===== src/design/atan2q_pkg.sv =====
// ----------------------------------------------------------------------------
// atan2q_pkg
// Shared constants, types and the arctangent table of the quadrant angle
// block.
// ----------------------------------------------------------------------------
package atan2q_pkg;

	// defaults of the top level parameters
	localparam int DEF_ITERATIONS = 16;
	localparam int DEF_DATA_WIDTH = 16;

	// fixed formats
	localparam int GUARD_BITS = 24;
	localparam int TABLE_LEN  = 24;
	localparam int DZ_W       = 15;
	localparam int ANGLE_W    = 16;
	localparam int Z_W        = 33;
	localparam int ROUND_SH   = 17;

	// vector width: input plus guard bits plus headroom for the cordic gain
	localparam int DEF_X_W = DEF_DATA_WIDTH + GUARD_BITS + 3;

	localparam logic signed [ANGLE_W:0] PI_Q13      = 17'sd25736;
	localparam logic signed [ANGLE_W:0] HALF_PI_Q13 = 17'sd12868;

	// round(atan(2^-i) * 2^30)
	localparam logic [31:0] ATAN_TAB [TABLE_LEN] = '{
		32'd843314857, 32'd497837829, 32'd263043837, 32'd133525159,
		32'd67021687,  32'd33543516,  32'd16775851,  32'd8388437,
		32'd4194283,   32'd2097149,   32'd1048576,   32'd524288,
		32'd262144,    32'd131072,    32'd65536,     32'd32768,
		32'd16384,     32'd8192,      32'd4096,      32'd2048,
		32'd1024,      32'd512,       32'd256,       32'd128
	};

	// fixed answer when the adjacent side is in the dead zone
	typedef enum logic [1:0] {
		FIX_ZERO     = 2'd0,
		FIX_POS_HALF = 2'd1,
		FIX_NEG_HALF = 2'd2
	} fix_t;

	// quadrant correction after the rotation
	typedef enum logic [1:0] {
		QUAD_NONE   = 2'd0,
		QUAD_ADD_PI = 2'd1,
		QUAD_SUB_PI = 2'd2
	} quad_t;

	// sideband that travels with each beat down the chain
	typedef struct packed {
		logic  bypass;
		fix_t  fix;
		quad_t quad;
	} ctrl_t;

endpackage


===== src/design/atan2q_prep.sv =====
// ----------------------------------------------------------------------------
// atan2q_prep
// Entry stage: dead-zone decision, fold into the right half plane and scale
// the vector by the guard bits.
// ----------------------------------------------------------------------------
module atan2q_prep import atan2q_pkg::*; #(
	parameter int DATA_WIDTH = DEF_DATA_WIDTH,
	parameter int X_W        = DEF_X_W
) (
	input  logic                         clk,
	input  logic                         arst_n,
	input  logic [DZ_W-1:0]              dead_zone,
	input  logic                         in_valid,
	output logic                         in_ready,
	input  logic signed [DATA_WIDTH-1:0] opposite,
	input  logic signed [DATA_WIDTH-1:0] adjacent,
	output logic                         out_valid,
	input  logic                         out_ready,
	output logic signed [X_W-1:0]        x_out,
	output logic signed [X_W-1:0]        y_out,
	output ctrl_t                        ctrl_out
);

	localparam int CW = (DATA_WIDTH > DZ_W) ? DATA_WIDTH + 2 : DZ_W + 2;

	logic signed [DATA_WIDTH:0] x_e, y_e, x_f, y_f, ax;
	logic signed [CW-1:0]       ax_c, y_c, dz_c;
	logic                       neg;
	ctrl_t                      ctrl_d;

	logic                  valid_s1;
	logic signed [X_W-1:0] x_s1, y_s1;
	ctrl_t                 ctrl_s1;

	// fold and classify
	always_comb begin
		x_e  = (DATA_WIDTH+1)'(adjacent);
		y_e  = (DATA_WIDTH+1)'(opposite);
		neg  = adjacent[DATA_WIDTH-1];
		x_f  = neg ? -x_e : x_e;
		y_f  = neg ? -y_e : y_e;
		ax   = x_f;
		ax_c = CW'(ax);
		y_c  = CW'(y_e);
		dz_c = $signed(CW'(dead_zone));
		ctrl_d.bypass = (ax_c <= dz_c);
		if (y_c > dz_c) begin
			ctrl_d.fix = FIX_POS_HALF;
		end else if (y_c < -dz_c) begin
			ctrl_d.fix = FIX_NEG_HALF;
		end else begin
			ctrl_d.fix = FIX_ZERO;
		end
		if (!neg) begin
			ctrl_d.quad = QUAD_NONE;
		end else if (opposite[DATA_WIDTH-1]) begin
			ctrl_d.quad = QUAD_SUB_PI;
		end else begin
			ctrl_d.quad = QUAD_ADD_PI;
		end
	end

	assign in_ready = !valid_s1 || out_ready;

	// stage register, valid
	always_ff @(posedge clk or negedge arst_n) begin
		if (!arst_n) begin
			valid_s1 <= 1'b0;
		end else if (in_ready) begin
			valid_s1 <= in_valid;
		end
	end

	// stage register, payload
	always_ff @(posedge clk) begin
		if (in_valid && in_ready) begin
			x_s1    <= X_W'(x_f) <<< GUARD_BITS;
			y_s1    <= X_W'(y_f) <<< GUARD_BITS;
			ctrl_s1 <= ctrl_d;
		end
	end

	assign out_valid = valid_s1;
	assign x_out     = x_s1;
	assign y_out     = y_s1;
	assign ctrl_out  = ctrl_s1;

endmodule


===== src/design/atan2q_cell.sv =====
// ----------------------------------------------------------------------------
// atan2q_cell
// One vectoring rotation step of the chain, with its own stage register.
// ----------------------------------------------------------------------------
module atan2q_cell import atan2q_pkg::*; #(
	parameter int X_W = DEF_X_W,
	parameter int IDX = 0
) (
	input  logic                  clk,
	input  logic                  arst_n,
	input  logic                  in_valid,
	output logic                  in_ready,
	input  logic signed [X_W-1:0] x_in,
	input  logic signed [X_W-1:0] y_in,
	input  logic signed [Z_W-1:0] z_in,
	input  ctrl_t                 ctrl_in,
	output logic                  out_valid,
	input  logic                  out_ready,
	output logic signed [X_W-1:0] x_out,
	output logic signed [X_W-1:0] y_out,
	output logic signed [Z_W-1:0] z_out,
	output ctrl_t                 ctrl_out
);

	localparam logic signed [Z_W-1:0] ENTRY =
		$signed({{(Z_W-32){1'b0}}, ATAN_TAB[IDX]});

	logic signed [X_W-1:0] xs, ys, x_d, y_d;
	logic signed [Z_W-1:0] z_d;

	logic                  valid_s1;
	logic signed [X_W-1:0] x_s1, y_s1;
	logic signed [Z_W-1:0] z_s1;
	ctrl_t                 ctrl_s1;

	// rotate toward the x axis
	always_comb begin
		xs = x_in >>> IDX;
		ys = y_in >>> IDX;
		if (!y_in[X_W-1]) begin
			x_d = x_in + ys;
			y_d = y_in - xs;
			z_d = z_in + ENTRY;
		end else begin
			x_d = x_in - ys;
			y_d = y_in + xs;
			z_d = z_in - ENTRY;
		end
	end

	assign in_ready = !valid_s1 || out_ready;

	// stage register, valid
	always_ff @(posedge clk or negedge arst_n) begin
		if (!arst_n) begin
			valid_s1 <= 1'b0;
		end else if (in_ready) begin
			valid_s1 <= in_valid;
		end
	end

	// stage register, payload
	always_ff @(posedge clk) begin
		if (in_valid && in_ready) begin
			x_s1    <= x_d;
			y_s1    <= y_d;
			z_s1    <= z_d;
			ctrl_s1 <= ctrl_in;
		end
	end

	assign out_valid = valid_s1;
	assign x_out     = x_s1;
	assign y_out     = y_s1;
	assign z_out     = z_s1;
	assign ctrl_out  = ctrl_s1;

endmodule


===== src/design/atan2q_post.sv =====
// ----------------------------------------------------------------------------
// atan2q_post
// Exit stage: round the accumulated angle to Q3.13, apply the quadrant
// term, saturate, or pick the dead-zone answer.
// ----------------------------------------------------------------------------
module atan2q_post import atan2q_pkg::*; (
	input  logic                      clk,
	input  logic                      arst_n,
	input  logic                      in_valid,
	output logic                      in_ready,
	input  logic signed [Z_W-1:0]     z_in,
	input  ctrl_t                     ctrl_in,
	output logic                      out_valid,
	input  logic                      out_ready,
	output logic signed [ANGLE_W-1:0] angle
);

	localparam logic signed [Z_W-1:0] HALF_LSB = Z_W'(1) <<< (ROUND_SH - 1);

	logic signed [Z_W-1:0]     z_r;
	logic signed [ANGLE_W:0]   a_r, a_q, a_sat;
	logic signed [ANGLE_W-1:0] ang_d;

	logic                      valid_s1;
	logic signed [ANGLE_W-1:0] angle_s1;

	// round, correct quadrant, saturate
	always_comb begin
		z_r = z_in + HALF_LSB;
		a_r = (ANGLE_W+1)'($signed(z_r[Z_W-1:ROUND_SH]));
		unique case (ctrl_in.quad)
			QUAD_ADD_PI: a_q = a_r + PI_Q13;
			QUAD_SUB_PI: a_q = a_r - PI_Q13;
			default:     a_q = a_r;
		endcase
		if (a_q > PI_Q13) begin
			a_sat = PI_Q13;
		end else if (a_q < -PI_Q13) begin
			a_sat = -PI_Q13;
		end else begin
			a_sat = a_q;
		end
		if (ctrl_in.bypass) begin
			unique case (ctrl_in.fix)
				FIX_POS_HALF: ang_d = ANGLE_W'(HALF_PI_Q13);
				FIX_NEG_HALF: ang_d = ANGLE_W'(-HALF_PI_Q13);
				default:      ang_d = '0;
			endcase
		end else begin
			ang_d = a_sat[ANGLE_W-1:0];
		end
	end

	assign in_ready = !valid_s1 || out_ready;

	// output register, valid
	always_ff @(posedge clk or negedge arst_n) begin
		if (!arst_n) begin
			valid_s1 <= 1'b0;
		end else if (in_ready) begin
			valid_s1 <= in_valid;
		end
	end

	// output register, payload
	always_ff @(posedge clk) begin
		if (in_valid && in_ready) begin
			angle_s1 <= ang_d;
		end
	end

	assign out_valid = valid_s1;
	assign angle     = angle_s1;

endmodule


===== src/design/atan2_quadrant_angle.sv =====
// ----------------------------------------------------------------------------
// atan2_quadrant_angle
// Four-quadrant arctangent of (opposite, adjacent), signed Q1.15 in, angle
// in radians as signed Q3.13 out, through a chain of rotation cells.
// ----------------------------------------------------------------------------
// Usage:
//   Input beats (opposite, adjacent) arrive on in_valid/in_ready, angle
//   beats leave on out_valid/out_ready; one angle per input, in order.
//   The dead_zone register is written through cfg_valid/cfg_ready/cfg_data,
//   always ready; write it only while no beat is in flight.
//   The path runs through one entry stage, one cell per rotation step and
//   one output stage. Throughput is one beat per cycle while the receiver
//   takes beats; every cell of the chain holds one beat in its own register.
//   Each stage advances when its register is empty or the next stage takes
//   its beat, so a stalled receiver backs the chain up stage by stage and
//   in_ready drops only when every stage is full; bubbles keep filling.
//   Reset clears all stage valid bits and sets dead_zone to zero.
// ----------------------------------------------------------------------------
module atan2_quadrant_angle import atan2q_pkg::*; #(
	parameter int ITERATIONS = DEF_ITERATIONS,
	parameter int DATA_WIDTH = DEF_DATA_WIDTH
) (
	input  logic                         clk,
	input  logic                         arst_n,
	input  logic                         cfg_valid,
	output logic                         cfg_ready,
	input  logic [DZ_W-1:0]              cfg_data,
	input  logic                         in_valid,
	output logic                         in_ready,
	input  logic signed [DATA_WIDTH-1:0] opposite,
	input  logic signed [DATA_WIDTH-1:0] adjacent,
	output logic                         out_valid,
	input  logic                         out_ready,
	output logic signed [ANGLE_W-1:0]    angle
);

	localparam int X_W = DATA_WIDTH + GUARD_BITS + 3;

	logic [DZ_W-1:0] dead_zone_q;

	logic                  v_c [ITERATIONS+1];
	logic                  r_c [ITERATIONS+1];
	logic signed [X_W-1:0] x_c [ITERATIONS+1];
	logic signed [X_W-1:0] y_c [ITERATIONS+1];
	logic signed [Z_W-1:0] z_c [ITERATIONS+1];
	ctrl_t                 k_c [ITERATIONS+1];

	// configuration register
	assign cfg_ready = 1'b1;

	always_ff @(posedge clk or negedge arst_n) begin
		if (!arst_n) begin
			dead_zone_q <= '0;
		end else if (cfg_valid && cfg_ready) begin
			dead_zone_q <= cfg_data;
		end
	end

	// entry stage
	atan2q_prep #(
		.DATA_WIDTH(DATA_WIDTH),
		.X_W       (X_W)
	) u_prep (
		.clk      (clk),
		.arst_n   (arst_n),
		.dead_zone(dead_zone_q),
		.in_valid (in_valid),
		.in_ready (in_ready),
		.opposite (opposite),
		.adjacent (adjacent),
		.out_valid(v_c[0]),
		.out_ready(r_c[0]),
		.x_out    (x_c[0]),
		.y_out    (y_c[0]),
		.ctrl_out (k_c[0])
	);

	// angle accumulator starts at zero
	assign z_c[0] = '0;

	// chain of rotation cells
	for (genvar i = 0; i < ITERATIONS; i++) begin : g_cell
		atan2q_cell #(
			.X_W(X_W),
			.IDX(i)
		) u_cell (
			.clk      (clk),
			.arst_n   (arst_n),
			.in_valid (v_c[i]),
			.in_ready (r_c[i]),
			.x_in     (x_c[i]),
			.y_in     (y_c[i]),
			.z_in     (z_c[i]),
			.ctrl_in  (k_c[i]),
			.out_valid(v_c[i+1]),
			.out_ready(r_c[i+1]),
			.x_out    (x_c[i+1]),
			.y_out    (y_c[i+1]),
			.z_out    (z_c[i+1]),
			.ctrl_out (k_c[i+1])
		);
	end

	// exit stage
	atan2q_post u_post (
		.clk      (clk),
		.arst_n   (arst_n),
		.in_valid (v_c[ITERATIONS]),
		.in_ready (r_c[ITERATIONS]),
		.z_in     (z_c[ITERATIONS]),
		.ctrl_in  (k_c[ITERATIONS]),
		.out_valid(out_valid),
		.out_ready(out_ready),
		.angle    (angle)
	);

endmodule


===== config.mk =====
export PLATFORM = sky130hd
export DESIGN_NAME = atan2_quadrant_angle
export DESIGN_NICKNAME = d
export VERILOG_FILES = /design/src/design/atan2q_pkg.sv /design/src/design/atan2q_prep.sv /design/src/design/atan2q_cell.sv /design/src/design/atan2q_post.sv /design/src/design/atan2_quadrant_angle.sv
export SDC_FILE = /design/constraint.sdc
export NUM_CORES = 2
export LEC_CHECK = 0
export BUFFER_PORTS_ARGS = -buffer_cell sky130_fd_sc_hd__buf_4
export CORE_ASPECT_RATIO = 0.6
export CORE_MARGIN = 5
export CORE_UTILIZATION = 40
export DETAILED_ROUTE_END_ITERATION = 10
export PLACE_DENSITY = 0.66
export SETUP_SLACK_MARGIN = 0.3
export SLEW_MARGIN = 20
export SYNTH_ARGS = -nofsm -noshare
export SYNTH_HDL_FRONTEND = slang
export SYNTH_SLANG_ARGS = --single-unit

===== constraint.sdc =====
create_clock -name clk -period 9.2 [get_ports clk]
set_input_delay 1.84 -clock clk [delete_from_list [all_inputs] [get_ports clk]]
set_output_delay 1.84 -clock clk [all_outputs]
set_load 0.1 [all_outputs]

Word level (Yosys, flattened, before mapping)
Index checks and enable logic that the tools add are counted.
- bits in registers: 1943
- input port bits: 52
- output and inout bits: 19
- word-level logic and storage cells: 328
- $add $sub $neg: 93
- $lt $le $gt $ge: 5
- equality and inequality tests: 4
- muxes and demuxes: 54
- reductions and logical operators: 54
- operators with widths (operator ; number):
    $mux W43 ; 29
    $mux W33 ; 16
    $add A43 B30 Y43 ; 2
    $add A43 B31 Y43 ; 2
    $add A43 B32 Y43 ; 2
    $add A43 B33 Y43 ; 2
    $add A43 B34 Y43 ; 2
    $add A43 B35 Y43 ; 2
    $add A43 B36 Y43 ; 2
    $add A43 B37 Y43 ; 2
    $add A43 B38 Y43 ; 2
    $add A43 B39 Y43 ; 2
    $add A43 B40 Y43 ; 2
    $add A43 B41 Y43 ; 2
    $add A43 B42 Y43 ; 2
    $sub A43 B30 Y43 ; 2
    $sub A43 B31 Y43 ; 2
    $sub A43 B32 Y43 ; 2
    $sub A43 B33 Y43 ; 2
    $sub A43 B34 Y43 ; 2
    $sub A43 B35 Y43 ; 2
    $sub A43 B36 Y43 ; 2
    $sub A43 B37 Y43 ; 2
    $sub A43 B38 Y43 ; 2
    other kinds (55) ; 121

Logic depth before layout (Yosys ltp)
- depth after elaboration: 20
- mapped depth: 24
- gate-level depth less buffers: 23

Cells and area by module
Synthesis repeated with hierarchy kept, for this count alone.
- cell total of the unflattened synthesis: 20357
- area, all modules: 187094.4 um2
- modules (own cells, without submodules) (module ; instances ; cells an instance ; area each (um2) ; sequential area each (um2)):
    atan2q_cell at g_cell[0].u_cell ; 1 ; 1602 ; 13442.9 ; 3718.6
    atan2q_cell at g_cell[4].u_cell ; 1 ; 1299 ; 11787.6 ; 3748.6
    atan2q_cell at g_cell[2].u_cell ; 1 ; 1308 ; 11683.7 ; 3748.6
    atan2q_cell at g_cell[1].u_cell ; 1 ; 1254 ; 11653.7 ; 3748.6
    atan2q_cell at g_cell[7].u_cell ; 1 ; 1279 ; 11591.1 ; 3748.6
    atan2q_cell at g_cell[9].u_cell ; 1 ; 1253 ; 11532.3 ; 3748.6
    atan2q_cell at g_cell[6].u_cell ; 1 ; 1236 ; 11476.0 ; 3748.6
    atan2q_cell at g_cell[3].u_cell ; 1 ; 1256 ; 11474.8 ; 3748.6
    atan2q_cell at g_cell[8].u_cell ; 1 ; 1230 ; 11387.2 ; 3748.6
    atan2q_cell at g_cell[5].u_cell ; 1 ; 1195 ; 11223.3 ; 3748.6
    atan2q_cell at g_cell[14].u_cell ; 1 ; 1179 ; 10767.8 ; 3748.6
    atan2q_cell at g_cell[15].u_cell ; 1 ; 1128 ; 10662.7 ; 3748.6
    atan2q_cell at g_cell[12].u_cell ; 1 ; 1145 ; 10600.2 ; 3748.6
    atan2q_cell at g_cell[13].u_cell ; 1 ; 1082 ; 10442.5 ; 3748.6
    5 more rows ; -- ; -- ; -- ; --

Worst setup path after synthesis
OpenSTA, ideal clock, no wires.
- path type: in2reg
- start: input out_ready
- end: register g_cell[12].u_cell.ctrl_s1, in the netlist g_cell[12].u_cell.ctrl_out[0] (enable)
- library setup time: 0.591 ns
- data arrival time: 6.918 ns
- data required time: 8.609 ns
- slack: 1.691 ns
- stages on the path: 4
- path buffers: 0
- cells stage by stage: nor2b_1 -> nand3_1 -> nor2_1 -> nor2b_1
- word-level cells in the longest chain between the ends: 6
- ends and longest elaborated chain (element ; line ; RTL):
    from (decl) ; atan2_quadrant_angle.sv:33 ; input logic out_ready,
    $logic_or A1 B1 Y1 ; atan2q_post.sv:54 ; assign in_ready = !valid_s1 || out_ready;
    $logic_or A1 B1 Y1 (4 in a row) ; atan2q_cell.sv:51 ; assign in_ready = !valid_s1 || out_ready;
    $logic_and A1 B1 Y1 ; atan2q_cell.sv:64 ; if (in_valid && in_ready) begin
    to (signal assigned) ; atan2q_cell.sv:68 ; ctrl_s1 <= ctrl_in;
    to (decl) ; atan2q_cell.sv:34 ; ctrl_t ctrl_s1;
Every way passes these cells.
A chain may end at the register's enable or synchronous reset.

Final worst setup path
- start: input out_ready
- end: output in_ready
- word-level cells in the longest chain between the ends: 18
- ends and longest elaborated chain (element ; line ; RTL):
    $logic_or A1 B1 Y1 ; atan2q_post.sv:54 ;
    $logic_or A1 B1 Y1 (16 in a row) ; atan2q_cell.sv:51 ;
    $logic_or A1 B1 Y1 ; atan2q_prep.sv:63 ; assign in_ready = !valid_s1 || out_ready;
    to (decl) ; atan2_quadrant_angle.sv:29 ; output logic in_ready,
Every way passes these cells.

==> PnR_summary.wiki <==
{| class="wikitable"
! Metric !! Value
|-
| Share of the cycle needed by the critical path after routing || 0.786
|-
| Critical path peak fanout || 5
|-
| Drt drc || 0
|-
| Number of enable-type register cells in the synthesized netlist || 1,476
|-
| Cells after synthesis || 13,100
|-
| Number of sinks handled by clock tree synthesis || 1,509
|-
| Synth warn || 0
|-
| Fill cell instance count of the final layout || 29,700
|-
| H-tree level count || 4
|-
| Final number of max-transition violations || 0
|-
| Cells traversed along the worst timing path || buf_4 > nor2b_1 > nand3_1 > nor2_1 > and2_1 > nand3_1 > nor3_1 > and3_1 > nand4_1 > buf_4
|-
| Count of buffers from port buffering || 69
|-
| Later-pin clock latency in the skew report || 0.89 ns
|-
| Height of the die || 443 um
|-
| Clk Tree Root Cell || sky130_fd_sc_hd__clkbuf_16
|-
| Most common library cell in the layout ignoring fill and taps || sky130_fd_sc_hd__edfxtp_1
|-
| Number of cell instances on the worst register-to-register path || 19
|-
| CP required || 7.36 ns
|-
| Top-level port count || 71
|-
| RSZ-0062 raised after global routing || no
|-
| Unique cell type count in the Yosys netlist || 111
|-
| Vias per std cell || 5.68
|-
| Clock transition at the registers of the reported paths || 0.06 ns
|-
| Net count of the finished layout || 14,700
|-
| Vias in the first global route || 89,900
|-
| Syn Std Cell Area || 0.125 sq mm
|-
| Effective utilization at floorplan || 0.403
|-
| Tightest slew margin relative to the limit || 0.192
|-
| Start point of the worst hold path || g_cell[10].u_cell.z_out[15]
|-
| Slowest cell on the critical path || sky130_fd_sc_hd__nor2_1
|-
| Reg-to-reg endpoint || g_cell[10].u_cell.x_out[39]
|-
| Kind of end point of the critical path || primary output
|-
| Dominant synthesized flop cell || sky130_fd_sc_hd__edfxtp_1
|-
| Post-detailed-route count of antenna-violating nets || 0
|-
| Least-Margin Pin Slew || 1.21 ns
|-
| Routed wire length per instance || 19.2 um
|-
| Hold worst-path end || g_cell[11].u_cell.z_out[15]
|-
| Core Box Area || 0.310 sq mm
|-
| HPWL after detailed placement || 271,000 um
|-
| Layout cells sized above 1 || 0.0407
|-
| Number of rows in the core area || 158
|-
| Maximum number of pins on one net before global-route repair || 81
|-
| Max-capacitance violation count || 0
|-
| Clock period minus final worst setup slack || 7.23 ns
|-
| First-pass GRT wire length || 524,000 um
|-
| Post-CTS setup buffer count || 0
|-
| DRT Pass-1 Iters || 6
|-
| Overflow left after global routing || 0
|-
| DR iter-0 viols || 11,400
|-
| Cell depth of the worst min-delay path || 0
|-
| Number of storage elements in the synthesis netlist || 1,509
|-
| Setup slack, reg-to-reg || 2.96 ns
|-
| Routability-driven placement congestion ratio || 0.959
|-
| Syn avg cell area || 9.51 sq um
|-
| Horizontal die dimension || 731 um
|-
| Setup-violating endpoint count in the final report || 0
|-
| Final wirelength || 336,000 um
|-
| CTS Hold Buffers Added || 0
|-
| Most used cells in the layout excluding fill and tap cells || sky130_fd_sc_hd__edfxtp_1 (1,476), sky130_fd_sc_hd__ha_1 (1,397), sky130_fd_sc_hd__a21oi_1 (1,323)
|-
| Category of the most critical setup path || in2out
|-
| Fin Setup TNS || 0 ns
|-
| Startpoint kind of the worst setup timing path || input pin
|-
| CTS tree || built
|-
| Syn_nets || 14,600
|-
| Hold slack final || 0.400 ns
|-
| Total global routing track utilization || 0.201
|-
| Clock skew || 0.0922 ns
|-
| Result of the run || completed
|-
| Count of cells resized by post-cts repair || 0
|-
| Class of the tightest hold or removal check || reg2reg
|-
| Number of hold-slack violations in the final timing report || 0
|-
| Synth-to-layout area growth || 8.60%
|-
| Via count of the routed design || 99,500
|-
| Max Clk Rate || 0.138 GHz
|-
| Async set or reset register ratio after synthesis || 0.0219
|-
| Biggest cell delay along the critical path || 0.93 ns
|-
| Start of the worst register-to-register path || g_cell[9].u_cell.y_out[15]
|-
| Antenna violations before repair || 15
|-
| Total Die Area || 0.324 sq mm
|-
| Final Core Density || 0.438
|-
| Share of the yosys chip area belonging to registers || 0.362
|-
| Crit path DAT || 5.39 ns
|-
| Deepest clock path buffer count || 4
|-
| Number of buffers created by CTS || 165
|}
## synthesized netlist by cell type, drive strengths merged (63+ instances only)
cell type / n / share of area
edfxtp: 1476 / 0.35
ha: 1397 / 0.14
a21oi: 1325 / 0.053
nor2: 1280 / 0.038
xnor2: 1203 / 0.084
nand2: 720 / 0.022
xor2: 664 / 0.047
o21ai: 649 / 0.026
inv: 585 / 0.018
a21o: 552 / 0.033
nor3: 376 / 0.015
nand3: 216 / 0.0087
nor2b: 205 / 0.010
nand2b: 198 / 0.0099
o21a: 197 / 0.012
a31oi: 164 / 0.0082
clkbuf: 164 / 0.0049
o21bai: 156 / 0.0094
and3: 133 / 0.0067
nor4: 116 / 0.0060
and2: 105 / 0.0053
or3: 98 / 0.0049
nand4: 93 / 0.0047
a211oi: 82 / 0.0050
o31ai: 68 / 0.0041
o211ai: 64 / 0.0039
o41ai: 63 / 0.0047
## worst max-delay path, delay by kind of cell
| family | cells | cell delay, ns |
|---|---|---|
| and+or+nand+nor | 8 | 3.08 |
| buffers and inverters | 2 | 0.43 |
## cell type report
class / instances / area [sq um] / share of cell area
Sequential cell: 1509 / 45100 / 0.333
Tap cell: 4160 / 5200 / 0.0384
Timing Repair Buffer: 134 / 1050 / 0.00775
Antenna cell: 8 / 20.0 / 0.000148
Clock buffer: 188 / 4300 / 0.0317
Clock inverter: 102 / 902 / 0.00665
Multi-Input combinational cell: 10800 / 76800 / 0.566
Inverter: 595 / 2230 / 0.0165
## metrics by stage
stage                     worst slack, ns  cells  cell area (sq um)
final                                1.97  17500             136000
after global routing                 1.85  17500             136000
after CTS                            2.09  17500             136000
after detailed placement             2.13  17200             130000
after global placement               2.16  17200             130000
after floorplan                      1.69  13100             125000
## cell families after synthesis
| family | Yosys count | share of synthesized area |
|---|---|---|
| other | 2 | 0.0000601 |
| AOI/OAI and AO/OA | 3739 | 0.189 |
| muxes | 51 | 0.00440 |
| buffers and inverters | 799 | 0.0242 |
| adders and majority gates | 1433 | 0.146 |
| xor gates and xnor gates | 1867 | 0.131 |
| and+or+nand+nor | 3734 | 0.144 |
| DFF | 1509 | 0.362 |
## state kept, by name, summed over array words and instances, names as in the netlist
signal and flops:
g_cell.u_cell.y_out 488, g_cell.u_cell.x_out 470, g_cell.u_cell.z_out 383, g_cell.u_cell.ctrl_out 80, u_prep.x_out 17, u_prep.y_out 17
g_cell.u_cell.out_valid 16, u_post.angle 16, dead_zone_q 15, u_prep.ctrl_out 5, u_post.out_valid 1, u_prep.out_valid 1
## per-layer routing
metal / vias to the layer above / share of wire / track usage
li1: 48700 / - / -
met1: 46700 / 0.52 / 0.341
met2: 3866 / 0.34 / 0.238
met3: 259 / 0.13 / 0.0662
met4: 5 / 0.011 / 0.0247
met5: - / 0.00034 / 0.00237
## worst max path at each step
| stage | depth (start not counted) | endpoint | start |
|---|---|---|---|
| after floorplan | 4 | g_cell[12].u_cell.ctrl_out[0] | out_ready |
| after global placement | 10 | in_ready | out_ready |
| after detailed placement | 10 | in_ready | out_ready |
| after CTS | 10 | in_ready | out_ready |
| after global routing | 10 | in_ready | out_ready |
| final | 10 | in_ready | out_ready |
Power is not shown: default switching activity piles up to over one toggle a cycle in this logic, so the estimate is an artifact.
